### config.mk
export PLATFORM = sky130hd
export DESIGN_NAME = jlvs_mul
export DESIGN_NICKNAME = d
export VERILOG_FILES = /design/src/rtl/jlvs_pkg.sv /design/src/rtl/jlvs_mul.sv
export SDC_FILE = /design/constraint.sdc
export NUM_CORES = 2
export LEC_CHECK = 0
export ABC_AREA = 1
export BUFFER_PORTS_ARGS = -buffer_cell sky130_fd_sc_hd__buf_2
export CAP_MARGIN = 20
export CORE_MARGIN = 2
export CORE_UTILIZATION = 55
export DETAILED_ROUTE_END_ITERATION = 8
export GPL_ROUTABILITY_DRIVEN = 0
export HOLD_SLACK_MARGIN = 0.05
export PLACE_DENSITY = 0.74
export SYNTH_ARGS = -nofsm -noshare
export SYNTH_HDL_FRONTEND = slang
export SYNTH_SLANG_ARGS = --single-unit
### constraint.sdc
create_clock -name clock -period 9.9 [get_ports clock]
set_clock_uncertainty 0.05 [all_clocks]
set_input_delay 1.98 -clock clock [delete_from_list [all_inputs] [get_ports clock]]
set_output_delay 1.98 -clock clock [all_outputs]
set_load 0.02 [all_outputs]
### src/rtl/jlvs_pkg.sv
// ----------------------------------------------------------------------------
// jlvs_pkg: shared definitions for the jerk limited velocity smoother
// Fixed-point widths, register indexes and the configuration bundle type.
// ----------------------------------------------------------------------------
`default_nettype none

package jlvs_pkg;

   // Q12.20 values: 20 fraction bits.
   localparam int FRAC_BITS = 20;
   localparam int DATA_W    = 32;   // signed velocity and rate words
   localparam int REG_W     = 31;   // unsigned configuration registers
   localparam int CSR_IDX_W = 3;

   // Shared multiplier: signed A (covers a 33-bit difference), B is a
   // zero-extended register value.
   localparam int MUL_A_W = 34;
   localparam int MUL_B_W = 32;
   localparam int PROD_W  = MUL_A_W + MUL_B_W;

   // Width of scaled products and intermediate sums.
   localparam int WIDE_W = 48;

   typedef enum logic [CSR_IDX_W-1:0] {
      REG_MAX_ACCEL   = 3'd0,
      REG_MAX_DECEL   = 3'd1,
      REG_INV_TAU     = 3'd2,
      REG_MAX_JERK    = 3'd3,
      REG_SETTLE_EPS  = 3'd4,
      REG_TICK_PERIOD = 3'd5
   } csr_idx_type;

   typedef struct packed {
      logic [REG_W-1:0] accel_limit;
      logic [REG_W-1:0] decel_limit;
      logic [REG_W-1:0] inverse_time_constant;
      logic [REG_W-1:0] jerk_limit;
      logic [REG_W-1:0] snap_window;
      logic [REG_W-1:0] tick_period;
   } jlvs_cfg_type;

endpackage : jlvs_pkg

`default_nettype wire

### src/rtl/jlvs_mul.sv
// ----------------------------------------------------------------------------
// jlvs_mul: shared signed multiplier
// One signed product per cycle, registered at the output.
// ----------------------------------------------------------------------------
`default_nettype none

module jlvs_mul
   import jlvs_pkg::*;
(
   input  wire logic                      clock,
   input  wire logic signed [MUL_A_W-1:0] op_a,
   input  wire logic signed [MUL_B_W-1:0] op_b,
   output logic signed [PROD_W-1:0]       prod
);

   logic signed [PROD_W-1:0] prod_ff;
   logic signed [PROD_W-1:0] prod_in;

   assign prod_in = PROD_W'(op_a) * PROD_W'(op_b);

   always_ff @(posedge clock) begin
      prod_ff <= prod_in;
   end

   assign prod = prod_ff;

endmodule : jlvs_mul

`default_nettype wire
==> reports/metrics.yaml <==
synth-adder-area-share_pct: 59.5
ctsResizeCount: 0
synth_top_family_by_area: "adder cells"
crit_path_end_kind: "register"
largest_reg_flops: 66
clkSlewWorstSetupHoldPaths_ns: 0.09
hp-class: "in -> reg"
drtPass1Iterations: 6
cts_root_buf: "clkbuf_16"
synth.distinct_cells: 32
synth_xor_area_share_pct: 0.662
final.min_clock_period_ns: 9.04
place_ws_ns: 0.551
syn_inst: 5409
path_max_fanout: 26
synth_seq_cells: 66
vias_per_cell: 5.20
clockBufferDepth: 2
max_freq_mhz: 111
cap_violations: 0
initial_core_util_pct: 55.7
worstSetupPathType: "in -> reg"
nets: 6789
syn_nets: 6806
dr.first_iter.drc_count: 3218
ant_nets: 0
path_buf_inv: 6
path_common_cell: "fa_1"
portBuffers: 132
cts_hold_buf: 0
final_cell_area_um2: 44300
cts_tree: "yes"
slew_violations: 0
final_common_cell: "inv_1"
totalWireLength_mm: 120
layout-drive-gt1-share_pct: 5.60
cpMaxStageDelayCell: "fa_1"
area_growth_pct: 4.51
postCtsSetupBuffers: 0
rsz0062_at_grt: "false"
synth_compound_area_share_pct: 1.31
mappedNetlistArea_um2: 42300
die_w_um: 281
coreArea_um2: 76100
die-area_um2: 79200
hold_viol_final: 0
tns_ns: 0
ios: 133
dr_total_vias: 33500
wl_per_cell_um: 18.6
start_kind: "input pin"
antenna_found_initial: 16
cts_sinks: 66
cts_max_level: 3
worstMarginPinSlew_ns: 0.952
crit_path_cell_trace: "buf_2 -> nand2_1 -> inv_1 -> fa_1 -> inv_1 -> fa_1 -> fa_1 -> inv_1 -> fa_1 -> fa_1 -> fa_1 -> inv_1 -> fa_1 -> inv_1 -> fa_1 -> ha_1 -> nand2_1 -> nor2_1 -> nand3_1 -> nor4_1 -> nand2_1 -> nand4_1 -> nand2_1"
hold_slack_ns: 1.94
cts_buffers: 9
num_rows: 101
slew_headroom_pct: 36.6
dp_hpwl_mm: 103
hold_start: "op_b[0]"
crit_family: "adder cells"
startpoint: "op_b[14]"
grt_max_degree: 35
setup_viol: 0
fin_ws_ns: 0.864
period_share_pct: 91.3
synth-simple-area-share_pct: 17.3
cp.required_ns: 10.10
die_y_um: 281
ys_seq_area_share_pct: 3.12
grt-ovfl-total: 0
grt_pass1_wl_mm: 197
syn_area_per_cell_um2: 7.83
placed_cell_area_um2: 44000
critPathMaxStageDelay_ns: 0.86
grt_util_all_layers_pct: 32.5
grt_pass1_vias: 36600
post-route-drc-count: 0
crit_arrival_ns: 9.24
yosysWarnings: 0
layout_common_cells: "inv_1 (1804), nand2_1 (1546), fa_1 (1142)"
synth_mux_area_share_pct: 0
status: "complete, no violations"
[per-stage QoR]
step / instances / util, %
3_5_place_dp: 6411 / 57.8
2_1_floorplan: 5409 / -
5_1_grt: 6439 / 58.2
3_3_place_gp: 6411 / 57.8
4_1_cts: 6427 / 58.1
6_report: 6439 / 58.2
[final timing paths]
path | endpoint | slack, ns | depth (start not counted)
setup / recovery | prod[57]$_DFF_P_ | 0.86 | 23
hold / removal | prod[0]$_DFF_P_ | 1.94 | 3
[logic make-up after synthesis]
group	count (synthesis)
flops	66
compound gates	102
simple gates	1837
fa+ha+maj	1330
xor+xnor	32
buf+inv	2042
[final cells by class]
type / instances / area (µm²)
antenna: 12 / 30.0
clock buffer: 10 / 229
clock inverter: 6 / 41.3
fill: 6940 / 31800
inverter: 1813 / 6810
multi-input combinational: 3301 / 33400
sequential: 66 / 1320
tap: 1030 / 1290
timing repair buffer: 201 / 1180
[per-layer routing]
| layer | vias to the layer above | part of all wire [%] | track usage (%) |
|---|---|---|---|
| met5 | - | 0.032 | 0 |
| met4 | 6 | 4.6 | 13.7 |
| met3 | 318 | 9.8 | 5.63 |
| met2 | 1723 | 48 | 53.8 |
| met1 | 16800 | 38 | 42.6 |
| li1 | 14600 | - | - |
[cells in the mapped netlist]
cell type     n  area (µm²)
a21oi_1      60         300
a21oi_2       3        26.3
and2_1        2        12.5
and3_1        1        6.26
buf_1         7        26.3
clkbuf_1    222         833
dfxtp_1      66        1320
fa_1       1142       22900
ha_1        188        2350
inv_1      1804        6770
inv_2         9        33.8
nand2_1    1546        5800
nand2_2      26         163
nand3_1      63         315
nand3_2       8        80.1
nand3b_1      2        15.0
nand4_1      21         131
nor2_1      115         432
nor2_2       21         131
nor2_4        2        22.5
nor3_1        7        35.0
nor3_2        1        10.0
nor3_4        1        16.3
nor3b_2       1        12.5
nor4_1        6        37.5
o21a_1        1        7.51
o21ai_0      22         110
o21ai_1       3        15.0
o21bai_1     13        97.6
or2_2        14        87.6
xnor2_1       1        8.76
xor2_1       31         272
Power is left out: the tool's default activity adds up to more than one toggle a clock period on the data nets, which glitch-free logic cannot reach.
