`config.mk`:
```
export PLATFORM = sky130hd
export DESIGN_NAME = jlvs_csr
export DESIGN_NICKNAME = d
export VERILOG_FILES = /design/src/rtl/jlvs_pkg.sv /design/src/rtl/jlvs_csr.sv
export SDC_FILE = /design/constraint.sdc
export NUM_CORES = 1
export LEC_CHECK = 0
export BUFFER_PORTS_ARGS = -buffer_cell sky130_fd_sc_hd__clkbuf_2
export CAP_MARGIN = 20
export CORE_MARGIN = 5
export CORE_UTILIZATION = 55
export CTS_CLUSTER_DIAMETER = 60
export CTS_CLUSTER_SIZE = 25
export DETAILED_ROUTE_END_ITERATION = 8
export GPL_ROUTABILITY_DRIVEN = 0
export PLACE_DENSITY = 0.85
export SETUP_SLACK_MARGIN = 0.05
export SLEW_MARGIN = 20
export SYNTH_ARGS = -nofsm -noshare
export SYNTH_HDL_FRONTEND = slang
export SYNTH_SLANG_ARGS = --single-unit
```
`constraint.sdc`:
```
create_clock -name clock -period 3.6 [get_ports clock]
set_input_delay 0.54 -clock clock [delete_from_list [all_inputs] [get_ports clock]]
set_output_delay 0.54 -clock clock [all_outputs]
set_load 0.1 [all_outputs]
```
`src/rtl/jlvs_pkg.sv`:
```
// ----------------------------------------------------------------------------
// jlvs_pkg: shared definitions for the jerk limited velocity smoother
// Fixed-point widths, register indexes and the configuration bundle type.
// ----------------------------------------------------------------------------
`default_nettype none

package jlvs_pkg;

   // Q12.20 values: 20 fraction bits.
   localparam int FRAC_BITS = 20;
   localparam int DATA_W    = 32;   // signed velocity and rate words
   localparam int REG_W     = 31;   // unsigned configuration registers
   localparam int CSR_IDX_W = 3;

   // Shared multiplier: signed A (covers a 33-bit difference), B is a
   // zero-extended register value.
   localparam int MUL_A_W = 34;
   localparam int MUL_B_W = 32;
   localparam int PROD_W  = MUL_A_W + MUL_B_W;

   // Width of scaled products and intermediate sums.
   localparam int WIDE_W = 48;

   typedef enum logic [CSR_IDX_W-1:0] {
      REG_MAX_ACCEL   = 3'd0,
      REG_MAX_DECEL   = 3'd1,
      REG_INV_TAU     = 3'd2,
      REG_MAX_JERK    = 3'd3,
      REG_SETTLE_EPS  = 3'd4,
      REG_TICK_PERIOD = 3'd5
   } csr_idx_type;

   typedef struct packed {
      logic [REG_W-1:0] accel_limit;
      logic [REG_W-1:0] decel_limit;
      logic [REG_W-1:0] inverse_time_constant;
      logic [REG_W-1:0] jerk_limit;
      logic [REG_W-1:0] snap_window;
      logic [REG_W-1:0] tick_period;
   } jlvs_cfg_type;

endpackage : jlvs_pkg

`default_nettype wire

```
`src/rtl/jlvs_csr.sv`:
```
// ----------------------------------------------------------------------------
// jlvs_csr: configuration register file
// Six write-only registers; writes to unused indexes are dropped.
// ----------------------------------------------------------------------------
`default_nettype none

module jlvs_csr
   import jlvs_pkg::*;
(
   input  wire logic                 clock,
   input  wire logic                 reset,
   input  wire logic                 csr_we,
   input  wire logic [CSR_IDX_W-1:0] csr_addr,
   input  wire logic [REG_W-1:0]     csr_wdata,
   output jlvs_cfg_type              cfg
);

   jlvs_cfg_type cfg_ff;
   jlvs_cfg_type cfg_in;

   always_comb begin
      cfg_in = cfg_ff;
      if (csr_we) begin
         unique case (csr_idx_type'(csr_addr))
            REG_MAX_ACCEL:   cfg_in.accel_limit           = csr_wdata;
            REG_MAX_DECEL:   cfg_in.decel_limit           = csr_wdata;
            REG_INV_TAU:     cfg_in.inverse_time_constant = csr_wdata;
            REG_MAX_JERK:    cfg_in.jerk_limit            = csr_wdata;
            REG_SETTLE_EPS:  cfg_in.snap_window           = csr_wdata;
            REG_TICK_PERIOD: cfg_in.tick_period           = csr_wdata;
            default:         cfg_in = cfg_ff;
         endcase
      end
   end

   always_ff @(posedge clock) begin
      if (reset) begin
         cfg_ff <= '0;
      end else begin
         cfg_ff <= cfg_in;
      end
   end

   assign cfg = cfg_ff;

endmodule : jlvs_csr

`default_nettype wire

```
==> run_results.csv <==
group,metric,value,unit
status,run_status,"complete, no violations",
drt,via_per_inst,5.07,
grt,busiest_layer,"met2",
pwr,ir_worst_vdd,0.000299,V
floorplan,ios,223,
worst_hold_path,worst_hold_path_type,"flip-flop to flip-flop",
synth,synth_compound_gate_area_share,0,%
cells_and_area,final_layout_size_suffix_gt1_share,31.0,%
synth,ys.flop_type,"dfxtp_1",
cells_and_area,fillers,973,
synth,synth-edff-count,0,
grt,grt_max_degree,92,
drt,detail_route.first_pass.iterations,4,
critical_path,cp-start-kind,"input port",
cells_and_area,final_util,69.6,%
worst_hold_path,worst_hold_path.num_cells,2,
grt,grt_total_ovfl,0,
timing,fin_crit_sh,55.3,%
clock_tree,cts.htree.levels,4,
grt,grt_antenna_before_repair,0,
clock_tree,clk_pin_slew,0.06,ns
timing,fin_ws,1.61,ns
synth,synth_common_cells,"nand2b_1, dfxtp_1, mux2i_1",
critical_path,worst_r2r_endpoint,"cfg[64]",
pwr,report.power.total,4710,uW
synth,synth_top_cell_by_area,"dfxtp_1",
synth,synthSimpleGateAreaFrac,19.9,%
floorplan,fp.dieArea,15600,um2
floorplan,die-width,125,um
synth,asyncSetResetFlopFracSynth,0,%
timing,tightestPinTransition,0.938,ns
pwr,power.leakage,0.00475,uW
placed_design,hpwlAfterDp,12900,um
cells_and_area,syn_to_final_growth,25.4,%
synth,synth.ff_latch_count,186,
cells_and_area,largest_register_ffs,186,
synth,yosys.cell_types.count,11,
synth,yosys.area_share.xor_xnor,0,%
critical_path,setup.worst_path.class,"input port to flip-flop",
critical_path,cp-end-kind,"flip-flop",
placed_design,pre_cts_ws,1.17,ns
synth,synth_top_family_by_area,"multiplexers",
synth,netlist_instances,644,
grt,grt_util_all_layers,23.5,%
timing,hold_violations,0,
synth,synth.top_cells.by_area,"dfxtp_1, mux2i_1, nand2b_1",
synth,mappedNetlistNets,681,
cells_and_area,nets,882,
timing,rsz0062_at_grt,"false",
run,timing.max_cap.violations,0,
critical_path,regToRegStartpoint,"cfg[64]",
synth,ys.warnings.count,0,
grt,grt.met3_usage,8.36,%
grt,grt_pass1_vias,5533,
clock_tree,cts_buffers,17,
placed_design,place_inst,1002,
clock_tree,postCtsResizedCells,0,
clock_tree,numClockSinks,186,
floorplan,rows,42,
worst_hold_path,timing.hold.worst_endpoint,"cfg[150]",
drt,num_vias,5244,
drt,wl,18400,um
grt,grtUsageMet2,39.7,%
timing,finalClockSkew,0,ns
clock_tree,cts_buffer_depth,2,
critical_path,r2r_cells,2,
drt,route.detailed.drc,0,
synth,syn_area_per_cell,11.3,um2
synth,synth_seq_area_share,51.3,%
floorplan,die_h,125,um
timing,setup-tns-final,0,ns
critical_path,required,3.89,ns
timing,maxClockFrequency,503,MHz
floorplan,floorplan.initialDensity,55.5,%
critical_path,worstPathArrival,2.28,ns
clock_tree,worst_skew_pair.late_latency,0.42,ns
timing,slew_violations,0,
drt,routed_wire_length_per_instance,17.8,um
synth,synth.mux.area_fraction,25.7,%
cells_and_area,finish.cell_count_without_fillers,1034,
cells_and_area,layout.area.seq,3720,um2
cells_and_area,diode_count,0,
cells_and_area,multi_input_comb_area,3340,um2
placed_design,buffer_ports.inserted,222,
worst_hold_path,worstHoldStart,"cfg[150]",
clock_tree,root_buffer,"clkbuf_16",
timing,final_setup_violating_endpoints,0,
synth,synth_adder_area_share,0,%
grt,grt_use_met1,27.9,%
grt,first_pass_grt_wire_length,29400,um
synth,synthMostInstantiatedCell,"nand2b_1",
clock_tree,tritoncts_clock_tree,"yes",
pwr,p_per_area,517,nW/um2
drt,number_of_nets_with_antenna_violations_after_detailed_routing,0,
drt,drt-initial-drc-count,324,
floorplan,core-area,13100,um2
critical_path,crit_path_max_fanout,20,
critical_path,rrSetupSlack,2.91,ns
clock_tree,cts.hold.buffers_added,0,
synth,synth.cell_area,7260,um2
synth,fraction_of_post_synthesis_cell_area_in_the_top_cell_type_by_area,51.3,%
clock_tree,post_cts.repair.setup_buffers,0,
timing,relSlewSlack,37.3,%
timing,timing.final.crit_period,1.99,ns
cells in the final DEF, fill, tap and decap left out, drive strengths merged:
cell / netlist / final
nand4b: 2 / 2
bufinv: 0 / 4
dfxtp: 186 / 186
clkbuf: 25 / 241
clkinvlp: 0 / 2
nor4b: 1 / 1
clkinv: 0 / 5
mux2i: 186 / 186
or4b: 1 / 1
inv: 0 / 1
and4bb: 1 / 1
buf: 22 / 8
nand4bb: 3 / 3
nand2b: 217 / 217
worst max-delay path, cell delays in order:
cell	delay [ns]
clkbuf_2	0.16
nand4b_1	0.82
buf_4	0.55
mux2i_1	0.18
metrics by stage:
step,instance area [um2],hold WS [ns]
2_1_floorplan,7260,0.798
3_3_place_gp,8470,0.460
3_5_place_dp,8470,0.463
4_1_cts,9100,0.477
5_1_grt,9100,0.492
6_report,9100,0.477
layout make-up:
type | instances | area share [%]
clock inverter | 12 | 1.86
sequential | 186 | 40.9
timing repair buffer | 229 | 12.9
tap | 176 | 2.42
multi-input combinational | 411 | 36.7
clock buffer | 20 | 5.13
per-layer routing:
metal  wire length (um)  up-vias
met3               1400       28
met5                  0        -
met1               7670     2507
met2               8930      175
met4                368        0
li1                   -     2534
how the worst max path moves through the flow:
| stage | endpoint | startpoint | cells after the start |
|---|---|---|---|
| 2_1_floorplan | cfg[175] | csr_addr[0] | 5 |
| 3_3_place_gp | cfg[74] | csr_addr[2] | 4 |
| 3_5_place_dp | cfg[76] | csr_addr[2] | 4 |
| 4_1_cts | cfg[76] | csr_addr[2] | 4 |
| 5_1_grt | cfg[76] | csr_addr[2] | 4 |
| 6_report | cfg[83] | csr_addr[2] | 4 |
power breakdown:
part / internal [uW] / switching, uW
logic: 135 / 469
clock network: 1210 / 761
registers: 2100 / 27.5
logic make-up after synthesis:
family                 Yosys count
buffers and inverters           47
flip-flops                     186
multiplexers                   186
AND/OR/NAND/NOR                225
(Power assumes the default switching activity.)
